**config.mk**
```make
export PLATFORM = sky130hd
export DESIGN_NAME = psd_fifo
export DESIGN_NICKNAME = d
export VERILOG_FILES = /design/src/hdl/psd_pkg.sv /design/src/hdl/psd_fifo.sv
export SDC_FILE = /design/constraint.sdc
export NUM_CORES = 1
export LEC_CHECK = 0
export BUFFER_PORTS_ARGS = -buffer_cell sky130_fd_sc_hd__buf_2
export CAP_MARGIN = 20
export CORE_MARGIN = 2
export CORE_UTILIZATION = 40
export CTS_BUF_LIST = sky130_fd_sc_hd__clkbuf_2
export DETAILED_ROUTE_END_ITERATION = 6
export GPL_TIMING_DRIVEN = 0
export REMOVE_ABC_BUFFERS = 1
export SLEW_MARGIN = 20
export SYNTH_ARGS = -nofsm -noshare
export SYNTH_HDL_FRONTEND = slang
export SYNTH_SLANG_ARGS = --single-unit
```
**constraint.sdc**
```tcl
create_clock -name clk_i -period 5.3 [get_ports clk_i]
set_clock_uncertainty 0.05 [all_clocks]
set_input_delay 1.325 -clock clk_i [delete_from_list [all_inputs] [get_ports clk_i]]
set_output_delay 1.325 -clock clk_i [all_outputs]
set_load 0.02 [all_outputs]
```
**src/hdl/psd_pkg.sv**
```systemverilog
// shared constants, types and codes for the point to segment distance block
`default_nettype none
package psd_pkg;

  localparam int COORD_BITS = 12;
  localparam int FRAC_BITS  = 4;
  localparam int FRAC2      = 2 * FRAC_BITS;
  localparam int DIFF_W     = COORD_BITS + 1;
  localparam int PROD_W     = 2 * DIFF_W;
  localparam int SQ_W       = 2 * COORD_BITS + 1;
  localparam int NUM_W      = 2 * SQ_W;
  localparam int QUO_W      = SQ_W + FRAC2;
  localparam int ROOT_W     = (QUO_W + 1) / 2;
  localparam int RAD_W      = 2 * ROOT_W;
  localparam int SREM_W     = ROOT_W + 2;
  localparam int DIST_W     = 17;
  localparam int KIND_W     = 2;
  localparam int CFG_IDX_W  = 2;
  localparam int FIFO_DEPTH = 4;
  localparam int FIFO_PTR_W = 2;
  localparam int FIFO_CNT_W = 3;

  localparam logic [CFG_IDX_W-1:0] REG_SEG_START_X = 2'd0;
  localparam logic [CFG_IDX_W-1:0] REG_SEG_START_Y = 2'd1;
  localparam logic [CFG_IDX_W-1:0] REG_SEG_END_X   = 2'd2;
  localparam logic [CFG_IDX_W-1:0] REG_SEG_END_Y   = 2'd3;

  typedef enum logic [KIND_W-1:0] {
    KIND_INTERIOR   = 2'd0,
    KIND_FIRST      = 2'd1,
    KIND_SECOND     = 2'd2,
    KIND_DEGENERATE = 2'd3
  } kind_e;

  typedef struct packed {
    logic [COORD_BITS-1:0] ax;
    logic [COORD_BITS-1:0] ay;
    logic [COORD_BITS-1:0] bx;
    logic [COORD_BITS-1:0] by;
  } seg_t;

  // work for the back end: floor(num * 4^F / den), then a square root
  typedef struct packed {
    logic [NUM_W-1:0] num;
    logic [SQ_W-1:0]  den;
    kind_e            kind;
  } item_t;

endpackage
`default_nettype wire

```
**src/hdl/psd_fifo.sv**
```systemverilog
// short request queue between front and back end
`default_nettype none
module psd_fifo (
  input  wire                  clk_i,
  input  wire                  rst_ni,
  input  wire                  push_valid_i,
  output logic                 push_ready_o,
  input  psd_pkg::item_t       push_item_i,
  output logic                 pop_valid_o,
  input  wire                  pop_ready_i,
  output psd_pkg::item_t       pop_item_o
);

  psd_pkg::item_t mem_q [psd_pkg::FIFO_DEPTH];
  logic [psd_pkg::FIFO_PTR_W-1:0] wr_q, rd_q;
  logic [psd_pkg::FIFO_CNT_W-1:0] cnt_q;
  logic push, pop;

  assign push_ready_o = cnt_q != psd_pkg::FIFO_CNT_W'(psd_pkg::FIFO_DEPTH);
  assign pop_valid_o  = cnt_q != '0;
  assign pop_item_o   = mem_q[rd_q];
  assign push         = push_valid_i && push_ready_o;
  assign pop          = pop_valid_o && pop_ready_i;

  always_ff @(posedge clk_i or negedge rst_ni) begin
    if (!rst_ni) begin
      wr_q  <= '0;
      rd_q  <= '0;
      cnt_q <= '0;
    end else begin
      if (push) wr_q <= wr_q + 1'b1;
      if (pop)  rd_q <= rd_q + 1'b1;
      if (push && !pop)      cnt_q <= cnt_q + 1'b1;
      else if (pop && !push) cnt_q <= cnt_q - 1'b1;
    end
  end

  always_ff @(posedge clk_i) begin
    if (push) mem_q[wr_q] <= push_item_i;
  end

endmodule
`default_nettype wire

```
==> results of run 1 <==
routing by layer:
layer / up-vias / share of wire / wire length, µm / global-route usage
li1: 2374 / - / - / -
met1: 2761 / 0.41 / 8510 / 0.1749
met2: 176 / 0.50 / 10310 / 0.2333
met3: 47 / 0.072 / 1490 / 0.05395
met4: 2 / 0.020 / 420 / 0.05672
met5: - / 0.00063 / 13 / 0
cell usage after synthesis (all sizes together):
cell type  count
edfxtp       308
fa             1
dfrtp          7
mux4          77
nand2          2
inv            3
nor2           2
and2           4
xor2           2
ha             5
mux2           2
clkbuf         4
or3            1
xnor2          4
a21boi         1
nand3          1
buf           14
state kept, by name, summed over array words and instances (netlist names):
name / cells
mem_q: 308
wr_q: 2
rd_q: 2
cnt_q: 3
power by group:
group | internal [mW] | leakage [nW] | switching [mW]
registers | 3.29 | 2.90 | 0.210
logic | 1.06 | 1.32 | 1.42
clock network | 0.656 | 0.531 | 0.884
stage by stage:
step           instances  worst slack (ns)  TNS (ns)
2_1_floorplan        420            0.1172         0
5_1_grt             1102             1.205         0
6_report            1103             1.434         0
3_5_place_dp         970             2.134         0
4_1_cts             1100             1.257         0
3_3_place_gp         963            -1.341   -149.15
layout make-up:
cell class | count | share of cell area
multi-input cells | 102 | 0.1448
repair buffers | 166 | 0.07285
clock inverters | 18 | 0.009129
inverters | 3 | 0.0008300
clock buffers | 112 | 0.04131
flip-flops and latches | 315 | 0.6951
diodes | 3 | 0.0005533
well taps | 384 | 0.03541
worst max-delay path by stage:
stage               cells after the start                     end  slack [ns]                start
CTS                                     3          pop_item_o[16]        1.26  rd_q[1]$_DFFE_PN0P_
finish                                  3          pop_item_o[40]        1.43  rd_q[1]$_DFFE_PN0P_
detailed placement                      4  mem_q[1][57]$_DFFE_PP_        2.13         push_valid_i
floorplan                               1           pop_item_o[0]        0.12  rd_q[0]$_DFFE_PN0P_
global route                            3          pop_item_o[30]        1.21  rd_q[1]$_DFFE_PN0P_
global placement                        2          pop_item_o[30]       -1.34  rd_q[0]$_DFFE_PN0P_
critical path: stages, from the launching register on:
cell	delay (ns)
dfrtp_4	0.83
buf_16	0.33
mux4_2	0.37
buf_2	0.18
kinds of logic after synthesis:
| logic type | Yosys count | synth area share |
|---|---|---|
| flip-flops | 315 | 0.8180 |
| multiplexers | 79 | 0.1525 |
| buffers and inverters | 21 | 0.01238 |
| AND/OR/NAND/NOR | 10 | 0.004453 |
| XOR/XNOR | 6 | 0.004561 |
| adder cells (fa/ha/maj) | 6 | 0.007168 |
| AO/OA/AOI/OAI | 1 | 0.0009773 |
==> results.toml, run 1 <==
[outcome]
outcome = "complete, no violations"

[critical_path]
crit_required_ns = 3.92
timing.rr.start = "cnt_q[0]$_DFFE_PN0P_"
ff2ff_path_depth = 4
worstPathArrival_ns = 2.49
start_kind = "register"
endpoint_kind = "primary output"
r2r_slack_ns = 3.04
cp_max_fo = 42
setup.worst_path.class = "reg -> out"
rr_endpoint = "mem_q[3][29]$_DFFE_PP_"

[yosys]
syn_inst = 438
ys_warn_count = 0
syn_avg_cell_area_um2 = 26.30
ys_ff_latch = 315
synth_top_area_cell = "edfxtp_1"
ys_top_cells_by_area = "edfxtp_1 80%, mux4_2 15%, dfrtp_1 1.5%"
synth_top_area_share = 0.8028
synth_cell_types = 20
ys_seq_area_frac = 0.8180
synth_area_um2 = 11520

[floorplanning]
die_width_um = 173.7
num_rows = 62
die_y_um = 173.7
core_area_um2 = 28550
die-area_um2 = 30180
start_util = 0.4036
io_pins = 160

[run]
maxCapViolations = 0

[clocking]
clock_sinks = 315
htreeDepth = 3
clkTransAtPathRegs_ns = 0.09
cts_hold_buf = 0
cts_buffers = 78
cts_buffer_depth = 3
post_cts_resized = 0
clk_latency_ns = 0.76
cts_root_buffer = "clkbuf_2"
cts_setup_buffers = 0
cts_tree = "done"

[global_route]
grt_util_all_layers = 0.1435
grt_pass1_wl_mm = 33.20
grt_pass1_vias = 6222
overflow = 0
grt_max_degree = 43
antenna_found_initial = 4

[sta]
rsz0062_at_grt = "no"
relSlewSlack = 0.5617
worst_hold_slack_ns = 0.3316
fin_crit_ns = 3.866
fmax_mhz = 258.7
finalHoldViolCount = 0
finalCritPeriodShare = 0.7295
setup_violations = 0
finalMaxSlewViolations = 0
worstMarginPinSlew_ns = 0.6575

[final_layout]
layout_common_cells = "308 x edfxtp_1, 159 x buf_2, 112 x clkbuf_2"
area_delta_synth_final_pct = 17.77
drive_above_1_share = 0.5182
fill_cells = 2468
nets = 753
final_common_cell = "edfxtp_1"
final_area_um2 = 13570
seqCellArea_um2 = 9432
multi_input_area_um2 = 1964
postLayoutCoreUtil = 0.4753

[power_and_ir_drop]
pwr_density_cell_nw_per_um2 = 554.3
power_leakage_nw = 4.748
ir_worst_vdd_mv = 0.2801
power_mw = 7.521

[drt]
first_pass_iters = 4
wl_per_cell_um = 18.81
num_vias = 5360
drt_iter0_drc = 267
drc_errors = 0
viasPerCell = 4.859
final_antenna_net_count = 0
finalWirelength_mm = 20.74

[place]
port_buffers = 159
dpl_cell_area_um2 = 12880
hpwl_mm = 11.92
gp_congestion = 0.7041

[min_path]
hold_path_class = "in -> async"
Note: power is estimated with default switching activity, not from simulation.
==> run 2, diff against run 1 <==
==> constraint.sdc (replaced) <==
create_clock -name clk_i -period 3.5 [get_ports clk_i]
set_clock_uncertainty 0.05 [all_clocks]
set_input_delay 0.875 -clock clk_i [delete_from_list [all_inputs] [get_ports clk_i]]
set_output_delay 0.875 -clock clk_i [all_outputs]
set_load 0.02 [all_outputs]
==> results.toml, run 2 (synthesized netlist as in run 1, its figures left out) <==
[clocking]
clk_latency_ns = 0.76
clock_sinks = 315
cts_buffer_depth = 3
clkTransAtPathRegs_ns = 0.10
post_cts_resized = 0
cts_root_buffer = "clkbuf_2"
cts_tree = "done"
cts_buffers = 78
htreeDepth = 3

[min_path]
hold_path_class = "in -> reg"

[floorplanning]
die_width_um = 173.7
core_area_um2 = 28550
io_pins = 160
die_y_um = 173.7
die-area_um2 = 30180
start_util = 0.4036
num_rows = 62

[critical_path]
crit_path_end = "pop_item_o[40]"
endpoint_kind = "primary output"
worstPathArrival_ns = 2.31
setup.worst_path.class = "reg -> out"
rr_endpoint = "mem_q[3][29]$_DFFE_PP_"
crit_start = "rd_q[1]$_DFFE_PN0P_"
timing.rr.start = "cnt_q[0]$_DFFE_PN0P_"
r2r_slack_ns = 1.26
start_kind = "register"
cp_max_fo = 42
crit_required_ns = 2.57
ff2ff_path_depth = 4

[global_route]
grt_max_degree = 43
grt_pass1_wl_mm = 33.36
grt_pass1_vias = 6233
overflow = 0
grt_util_all_layers = 0.1443
antenna_found_initial = 4

[sta]
rsz0062_at_grt = "no"
setup_violations = 0
setup_ws_ns = 0.2690
finalHoldViolCount = 0
fin_crit_ns = 3.231
fmax_mhz = 309.5
finalMaxSlewViolations = 0
worstMarginPinSlew_ns = 0.6404
finalCritPeriodShare = 0.9231
relSlewSlack = 0.5731

[drt]
finalWirelength_mm = 20.84
num_vias = 5368
drc_errors = 0
final_antenna_net_count = 0
drt_iter0_drc = 302
viasPerCell = 4.849
wl_per_cell_um = 18.83
first_pass_iters = 4

[place]
gp_congestion = 0.7041
dp_slack_ns = 0.7842
hpwl_mm = 11.92
port_buffers = 159

[final_layout]
largest-register = "mem_q"
final_common_cell = "edfxtp_1"
layout_common_cells = "308 x edfxtp_1, 159 x buf_2, 112 x clkbuf_2"
largest_reg_flops = 308
nets = 757
drive_above_1_share = 0.5194
top_regs = "mem_q x308, cnt_q x3"
area_delta_synth_final_pct = 18.22

[power_and_ir_drop]
ir_worst_vdd_mv = 0.4025
pwr_density_cell_nw_per_um2 = 840.2
power_mw = 11.44
power_leakage_nw = 4.774

[outcome]
outcome = "complete, no violations"

[run]
maxCapViolations = 0
[run 2: changes by cell type in the layout (fill, tap and decap cells not counted), sizes merged]
cell and change:
buf +3, dlygate4sd3 +1
[run 2: per-stage QoR]
| stage | hold WS (ns) | util | setup TNS (ns) | std cells | instance area [µm²] |
|---|---|---|---|---|---|
| floorplan | 0.4426 | - | -95.20 | 420 | 11390 |
| global placement | 0.4662 | 0.4437 | -671.85 | 963 | 12670 |
| detailed placement | 0.4822 | 0.4510 | 0 | 970 | 12880 |
| CTS | 0.1056 | 0.4769 | 0 | 1104 | 13610 |
| global route | 0.1038 | 0.4770 | 0 | 1106 | 13620 |
| finish | 0.2470 | 0.4771 | 0 | 1107 | 13620 |
[run 2: critical path, stage by stage, from the launching register on]
cell     delay, ns
dfrtp_4       0.68
buf_16        0.30
mux4_2        0.37
buf_2         0.18
[run 2: repair_timing]
action	in CTS	in global routing
setup endpoints to repair	75	0
hold endpoints to repair	7	0
setup buffers	3	0
hold buffers	1	0
[run 2: layer usage]
metal  track usage  share of wire
met1        0.1755           0.41
met2        0.2357           0.50
met3       0.05373          0.070
met4       0.05672          0.020
met5             0        0.00062
[run 2: where the power goes]
part / internal (mW) / total [mW] / switching [mW]
combinational: 1.66 / 3.89 / 2.23
clock: 0.993 / 2.33 / 1.34
sequential: 4.98 / 5.23 / 0.244
[run 2: cell type report]
class                           instances  area (µm²)
Tap cell                              384       480.5
Clock buffer                          112       560.5
Inverter                                3       11.26
Timing Repair Buffer                  170        1041
Fill cell                            2462       14930
Sequential cell                       315        9432
Multi-Input combinational cell        102        1964
Antenna cell                            3       7.507
Clock inverter                         18       123.9
[run 2: how the worst min path moves through the flow]
| stage | from | to | slack [ns] | cells after the start |
|---|---|---|---|---|
| 6_report | push_item_i[43] | mem_q[3][43]$_DFFE_PP_ | 0.25 | 1 |
| 5_1_grt | push_item_i[45] | mem_q[0][45]$_DFFE_PP_ | 0.10 | 1 |
| 4_1_cts | push_item_i[15] | mem_q[3][15]$_DFFE_PP_ | 0.11 | 1 |
| 3_5_place_dp | cnt_q[2]$_DFFE_PN0P_ | cnt_q[2]$_DFFE_PN0P_ | 0.48 | 1 |
| 3_3_place_gp | cnt_q[2]$_DFFE_PN0P_ | cnt_q[2]$_DFFE_PN0P_ | 0.47 | 1 |
| 2_1_floorplan | cnt_q[2]$_DFFE_PN0P_ | cnt_q[2]$_DFFE_PN0P_ | 0.44 | 1 |
