## src/hdl/psd_pkg.sv

```systemverilog
// shared constants, types and codes for the point to segment distance block
`default_nettype none
package psd_pkg;

  localparam int COORD_BITS = 12;
  localparam int FRAC_BITS  = 4;
  localparam int FRAC2      = 2 * FRAC_BITS;
  localparam int DIFF_W     = COORD_BITS + 1;
  localparam int PROD_W     = 2 * DIFF_W;
  localparam int SQ_W       = 2 * COORD_BITS + 1;
  localparam int NUM_W      = 2 * SQ_W;
  localparam int QUO_W      = SQ_W + FRAC2;
  localparam int ROOT_W     = (QUO_W + 1) / 2;
  localparam int RAD_W      = 2 * ROOT_W;
  localparam int SREM_W     = ROOT_W + 2;
  localparam int DIST_W     = 17;
  localparam int KIND_W     = 2;
  localparam int CFG_IDX_W  = 2;
  localparam int FIFO_DEPTH = 4;
  localparam int FIFO_PTR_W = 2;
  localparam int FIFO_CNT_W = 3;

  localparam logic [CFG_IDX_W-1:0] REG_SEG_START_X = 2'd0;
  localparam logic [CFG_IDX_W-1:0] REG_SEG_START_Y = 2'd1;
  localparam logic [CFG_IDX_W-1:0] REG_SEG_END_X   = 2'd2;
  localparam logic [CFG_IDX_W-1:0] REG_SEG_END_Y   = 2'd3;

  typedef enum logic [KIND_W-1:0] {
    KIND_INTERIOR   = 2'd0,
    KIND_FIRST      = 2'd1,
    KIND_SECOND     = 2'd2,
    KIND_DEGENERATE = 2'd3
  } kind_e;

  typedef struct packed {
    logic [COORD_BITS-1:0] ax;
    logic [COORD_BITS-1:0] ay;
    logic [COORD_BITS-1:0] bx;
    logic [COORD_BITS-1:0] by;
  } seg_t;

  // work for the back end: floor(num * 4^F / den), then a square root
  typedef struct packed {
    logic [NUM_W-1:0] num;
    logic [SQ_W-1:0]  den;
    kind_e            kind;
  } item_t;

endpackage
`default_nettype wire

```

## src/hdl/psd_back.sv

```systemverilog
// back end: pipelined restoring divider followed by pipelined square root
`default_nettype none
module psd_back (
  input  wire                            clk_i,
  input  wire                            rst_ni,
  input  wire                            item_valid_i,
  output logic                           item_ready_o,
  input  psd_pkg::item_t                 item_i,
  output logic                           valid_o,
  input  wire                            ready_i,
  output logic [psd_pkg::DIST_W-1:0]     distance_o,
  output logic [psd_pkg::KIND_W-1:0]     kind_o
);

  localparam int DS = psd_pkg::QUO_W;
  localparam int RS = psd_pkg::ROOT_W;

  logic en;

  logic                        dv_v_q   [DS+1];
  logic [psd_pkg::SQ_W-1:0]    dv_rem_q [DS+1];
  logic [psd_pkg::QUO_W-1:0]   dv_lo_q  [DS+1];
  logic [psd_pkg::SQ_W-1:0]    dv_den_q [DS+1];
  psd_pkg::kind_e              dv_kind_q[DS+1];
  logic [psd_pkg::SQ_W-1:0]    dv_rem_d [DS];
  logic [psd_pkg::QUO_W-1:0]   dv_lo_d  [DS];

  logic                        sq_v_q   [RS+1];
  logic [psd_pkg::SREM_W-1:0]  sq_rem_q [RS+1];
  logic [psd_pkg::ROOT_W-1:0]  sq_root_q[RS+1];
  logic [psd_pkg::RAD_W-1:0]   sq_rad_q [RS+1];
  psd_pkg::kind_e              sq_kind_q[RS+1];
  logic [psd_pkg::SREM_W-1:0]  sq_rem_d [RS];
  logic [psd_pkg::ROOT_W-1:0]  sq_root_d[RS];

  logic                        out_v_q;
  logic [psd_pkg::DIST_W-1:0]  dist_q;
  psd_pkg::kind_e              kind_q;

  assign en           = !out_v_q || ready_i;
  assign item_ready_o = en;
  assign valid_o      = out_v_q;
  assign distance_o   = dist_q;
  assign kind_o       = kind_q;

  // one quotient bit per stage
  always_comb begin
    logic [psd_pkg::SQ_W:0] t;
    logic ge;
    for (int k = 0; k < DS; k++) begin
      t  = {dv_rem_q[k], dv_lo_q[k][psd_pkg::QUO_W-1]};
      ge = t >= {1'b0, dv_den_q[k]};
      dv_rem_d[k] = ge ? psd_pkg::SQ_W'(t - {1'b0, dv_den_q[k]}) : psd_pkg::SQ_W'(t);
      dv_lo_d[k]  = {dv_lo_q[k][psd_pkg::QUO_W-2:0], ge};
    end
  end

  // one root bit per stage
  always_comb begin
    logic [psd_pkg::SREM_W+1:0] t;
    logic [psd_pkg::SREM_W+1:0] trial;
    logic ge;
    for (int k = 0; k < RS; k++) begin
      t     = {sq_rem_q[k], sq_rad_q[k][psd_pkg::RAD_W-1 -: 2]};
      trial = (psd_pkg::SREM_W+2)'({sq_root_q[k], 2'b01});
      ge    = t >= trial;
      sq_rem_d[k]  = ge ? psd_pkg::SREM_W'(t - trial) : psd_pkg::SREM_W'(t);
      sq_root_d[k] = {sq_root_q[k][psd_pkg::ROOT_W-2:0], ge};
    end
  end

  always_ff @(posedge clk_i or negedge rst_ni) begin
    if (!rst_ni) begin
      for (int k = 0; k <= DS; k++) dv_v_q[k] <= 1'b0;
      for (int k = 0; k <= RS; k++) sq_v_q[k] <= 1'b0;
      out_v_q <= 1'b0;
    end else if (en) begin
      dv_v_q[0] <= item_valid_i;
      for (int k = 0; k < DS; k++) dv_v_q[k+1] <= dv_v_q[k];
      sq_v_q[0] <= dv_v_q[DS];
      for (int k = 0; k < RS; k++) sq_v_q[k+1] <= sq_v_q[k];
      out_v_q <= sq_v_q[RS];
    end
  end

  always_ff @(posedge clk_i) begin
    if (en) begin
      dv_rem_q[0]  <= item_i.num[psd_pkg::NUM_W-1:psd_pkg::SQ_W];
      dv_lo_q[0]   <= psd_pkg::QUO_W'(item_i.num[psd_pkg::SQ_W-1:0]) << psd_pkg::FRAC2;
      dv_den_q[0]  <= item_i.den;
      dv_kind_q[0] <= item_i.kind;
      for (int k = 0; k < DS; k++) begin
        dv_rem_q[k+1]  <= dv_rem_d[k];
        dv_lo_q[k+1]   <= dv_lo_d[k];
        dv_den_q[k+1]  <= dv_den_q[k];
        dv_kind_q[k+1] <= dv_kind_q[k];
      end
      sq_rem_q[0]  <= '0;
      sq_root_q[0] <= '0;
      sq_rad_q[0]  <= psd_pkg::RAD_W'(dv_lo_q[DS]);
      sq_kind_q[0] <= dv_kind_q[DS];
      for (int k = 0; k < RS; k++) begin
        sq_rem_q[k+1]  <= sq_rem_d[k];
        sq_root_q[k+1] <= sq_root_d[k];
        sq_rad_q[k+1]  <= sq_rad_q[k] << 2;
        sq_kind_q[k+1] <= sq_kind_q[k];
      end
      dist_q <= psd_pkg::DIST_W'(sq_root_q[RS]);
      kind_q <= sq_kind_q[RS];
    end
  end

endmodule
`default_nettype wire

```

## config.mk

```make
export PLATFORM = sky130hd
export DESIGN_NAME = psd_back
export DESIGN_NICKNAME = d
export VERILOG_FILES = /design/src/hdl/psd_pkg.sv /design/src/hdl/psd_back.sv
export SDC_FILE = /design/constraint.sdc
export NUM_CORES = 2
export LEC_CHECK = 0
export BUFFER_PORTS_ARGS = -buffer_cell sky130_fd_sc_hd__buf_2
export CORE_AREA = 2 2 611 613
export DETAILED_ROUTE_END_ITERATION = 10
export DIE_AREA = 0 0 613 615
export SETUP_SLACK_MARGIN = 0.5
export SLEW_MARGIN = 15
export SYNTH_ARGS = -nofsm -noshare
export SYNTH_HDL_FRONTEND = slang
export SYNTH_MEMORY_MAX_BITS = 65536
export SYNTH_SLANG_ARGS = --single-unit
```

## constraint.sdc

```tcl
create_clock -name clk_i -period 107 [get_ports clk_i]
set_input_delay 10.7 -clock clk_i [delete_from_list [all_inputs] [get_ports clk_i]]
set_output_delay 10.7 -clock clk_i [all_outputs]
set_load 0.01 [all_outputs]
```

==> flow_metrics.py <==
metrics = {
    "min_path": {
        "hp-start": "dv_lo_q[29][10]",
        "whs_path_depth": 0,
        "holdCritPathClass": "flop to flop",
        "worstHoldEndpoint": "dv_lo_q[30][11]",
    },
    "power": {
        "seq_power_share_pct": 40.8,
        "ir_worst_vdd_mv": 0.01571,
        "switching_share_pct": 34.02,
        "p_total_mw": 5.566,
        "powerDensity_nw_per_um2": 30.17,
        "p_clk_share_pct": 22.5,
        "comb_power_share_pct": 36.7,
        "leakagePower_nw": 74.44,
        "power.switching_mw": 1.894,
        "p_int_mw": 3.672,
    },
    "clocking": {
        "post_cts_buffers": 0,
        "cts_tree": "yes",
        "cts-resized-gates": 0,
        "cts.sinks": 3448,
        "cts_htree_levels": 5,
        "hold_buffers": 0,
        "root_buffer": "clkbuf_16",
        "path_clk_slew_ns": 0.06,
        "clock_latency_ns": 0.95,
        "numCtsBuffers": 370,
        "clock_path_buffers": 4,
    },
    "timing": {
        "finalCritPeriodShare_pct": 21.31,
        "finalSetupViolCount": 0,
        "period_needed_ns": 22.80,
        "maxSlewHeadroom_pct": 19.24,
        "tns_ns": 0,
        "tightest_slew_ns": 1.211,
        "hold_viol_final": 0,
        "max_freq_ghz": 0.04386,
        "drv_slew": 0,
        "rsz0062_at_grt": "no",
        "finClkSkew_ns": 0.05247,
    },
    "final_layout": {
        "fin_cells": 18490,
        "utilization_pct": 49.75,
        "final_nets": 14330,
        "fillCellCount": 31520,
        "drive_gt1_share_pct": 9.031,
        "area_delta_synth_final_pct": 11.13,
    },
    "setup_path": {
        "crit_chain": "buf_2 > nor2b_4 > buf_4 > inv_8 > buf_2",
        "worstPathArrival_ns": 12.10,
        "worst_setup_path_end_kind": "output port",
        "crit_fanout": 96,
        "crit_top_cell": "buf_2",
        "ff2ff_setup_slack_ns": 99.49,
        "path_delay_family": "buffers and inverters",
        "r2r_start": "valid_o",
        "path_depth": 5,
        "r2r_end": "dv_den_q[28][3]",
        "criticalPathCategory": "input port to output port",
        "critPathLaunchType": "input port",
        "cp.required_ns": 96.30,
        "critPathSlowestCell": "buf_4",
        "cp.buffers_inverters": 4,
        "r2r_cells": 10,
        "slowest_delay_ns": 0.56,
    },
    "drt": {
        "wire_per_inst_um": 18.30,
        "wl_met2_um": 160200,
        "post_drt_via_cell_ratio": 5.364,
        "routed.top_layer": "met4",
        "wl_met3_um": 14330,
        "drt-pass1-iter-count": 6,
        "wl_met1_um": 152800,
        "ant_nets": 0,
        "first_iter_violations": 8486,
        "vias": 99190,
        "routed_wl_um": 338400,
        "post-route-drc-count": 0,
    },
    "synth": {
        "synth_nets": 14010,
        "synth_flop_cell": "edfxtp_1",
        "synth_area_per_cell_sq_um": 12.87,
        "ys_warn_count": 0,
        "synthCells": 12900,
        "synth_edf_count": 3395,
        "synth_seq_cells": 3448,
        "async_flop_share_pct": 1.537,
        "ys_seq_area_share_pct": 62.21,
        "syn_area_sq_um": 166000,
        "yosys.cell_types.count": 100,
    },
    "floorplanning": {
        "die-area_sq_um": 377000,
        "num_rows": 224,
        "design.core.area_sq_um": 370800,
        "start_util_pct": 44.77,
        "die_y_um": 615,
        "fp.dieW_um": 613,
        "io_pins": 102,
    },
    "grt": {
        "grt_pass1_vias": 97760,
        "grt_overflow": 0,
        "grt_pass1_wl_um": 535300,
        "grt_max_degree": 211,
        "grt_antenna_before_repair": 6,
        "track_usage_pct": 17.57,
    },
    "job": {
        "drv_cap": 0,
    },
    "placement": {
        "dp.cells": 17820,
        "place_congestion": 0.9295,
        "hpwl_um": 244300,
        "numPortBuffers": 101,
    },
    "outcome": {
        "status": "completed",
    },
}
[cells in the mapped netlist, types with 29 or more instances]
library cell     n  area (sq um)
a211o_1         36         315.3
a211oi_1        85         638.1
a21boi_0        30         225.2
a21o_1         405          3040
a21oi_1        873          4369
a31oi_1        103         644.4
and2_1          50         312.8
and3_1          74         462.9
clkbuf_1       171         641.9
dfrtp_1         53          1326
edfxtp_1      3395        101900
fa_1            32         640.6
ha_1           994         12440
inv_1         1270          4767
mux2_2         365          4110
mux2i_1         35         350.3
nand2_1        785          2947
nand2b_1       127         794.5
nand3_1        161         805.8
nand3b_1        29         217.7
nand4_1        142         888.4
nor2_1         686          2575
nor2b_1        128         800.8
nor3_1         145         725.7
nor4_1          78         488.0
o211ai_1        47         352.8
o21a_1         164          1231
o21ai_0        781          3909
o21bai_1       102         765.7
o31a_1          34         297.8
o31ai_1         82         615.6
or2_2           46         287.8
or3_1           70         437.9
xnor2_1        509          4458
xor2_1         342          2995
[flip-flops by register name, summed over array words and instances, names as in the netlist, 2 cells and up]
signal      count
sq_rem_q      278
kind_o          2
dv_v_q         34
sq_root_q     153
dv_rem_q      825
distance_o     17
dv_kind_q      68
sq_kind_q      36
sq_rad_q      305
dv_den_q      825
sq_v_q         18
dv_lo_q       886
[metal layers]
| metal | global-route usage, % | vias up |
|---|---|---|
| li1 | - | 48390 |
| met1 | 24.04 | 47800 |
| met2 | 29.00 | 2375 |
| met3 | 2.067 | 632 |
| met4 | 6.032 | 0 |
| met5 | 0 | - |
[logic make-up after synthesis]
| kind of cell | share of synthesized area, % |
|---|---|
| DFF | 62.21 |
| AOI/OAI and AO/OA | 11.32 |
| and+or+nand+nor | 7.637 |
| buffers and inverters | 3.490 |
| adders and majority gates | 7.878 |
| xor gates and xnor gates | 4.490 |
| muxes | 2.972 |
| other | 0.002259 |
[metrics by stage]
| stage | setup WS, ns | hold WS [ns] | cell area [sq um] |
|---|---|---|---|
| 2_1_floorplan | 20.09 | 0.4003 | 166000 |
| 3_3_place_gp | 84.17 | 0.4001 | 172400 |
| 3_5_place_dp | 84.13 | 0.4045 | 172400 |
| 4_1_cts | 84.12 | 0.3974 | 184500 |
| 5_1_grt | 84.05 | 0.4094 | 184500 |
| 6_report | 84.20 | 0.3923 | 184500 |
[cell type report]
cell class / count / area [sq um] / share of cell area (%)
Tap cell: 4972 / 6221 / 3.372
Clock inverter: 236 / 2524 / 1.368
Clock buffer: 433 / 9495 / 5.147
Inverter: 1272 / 4782 / 2.592
Timing Repair Buffer: 180 / 1171 / 0.6348
Sequential cell: 3448 / 103300 / 55.98
Multi-Input combinational cell: 7951 / 57020 / 30.91
Antenna cell: 1 / 2.502 / 0.001356
[cell usage in the layout, fill, tap and decap left out, types with 127 or more instances in the layout]
master / Yosys / routed
edfxtp_1: 3395 / 3395
inv_1: 1270 / 1269
ha_1: 994 / 994
a21oi_1: 873 / 867
nand2_1: 785 / 785
o21ai_0: 781 / 781
nor2_1: 686 / 685
xnor2_1: 509 / 509
a21o_1: 405 / 404
clkbuf_16: 0 / 370
mux2_2: 365 / 365
xor2_1: 342 / 342
o21a_1: 164 / 164
nand3_1: 161 / 161
nor3_1: 145 / 145
nand4_1: 142 / 142
nor2b_1: 128 / 127
nand2b_1: 127 / 127
[power groups by stage]
stage                     sequential [mW]  combinational, mW  clock [mW]
after global placement               2.30               1.97           0
after floorplan                      2.18               1.59           0
after global routing                 2.32               2.27        1.35
after CTS                            2.28               2.03        1.30
final                                2.27               2.04        1.25
after detailed placement             2.30               2.01           0
[worst reg2reg max path, stage by stage, from the launching register on]
cell and delay (ns):
dfrtp_1 0.38, nor2b_4 0.12, buf_4 0.33, inv_8 0.50
buf_4 0.86, buf_4 0.78, buf_4 0.89, buf_4 0.65
buf_4 0.78, buf_4 0.90, buf_4 0.88
[worst max path at each step]
stage	end	startpoint
after floorplan	item_ready_o	ready_i
after global placement	item_ready_o	ready_i
after detailed placement	item_ready_o	ready_i
after CTS	item_ready_o	ready_i
after global routing	item_ready_o	ready_i
final	item_ready_o	ready_i
Note: power is estimated with default switching activity, not from simulation.
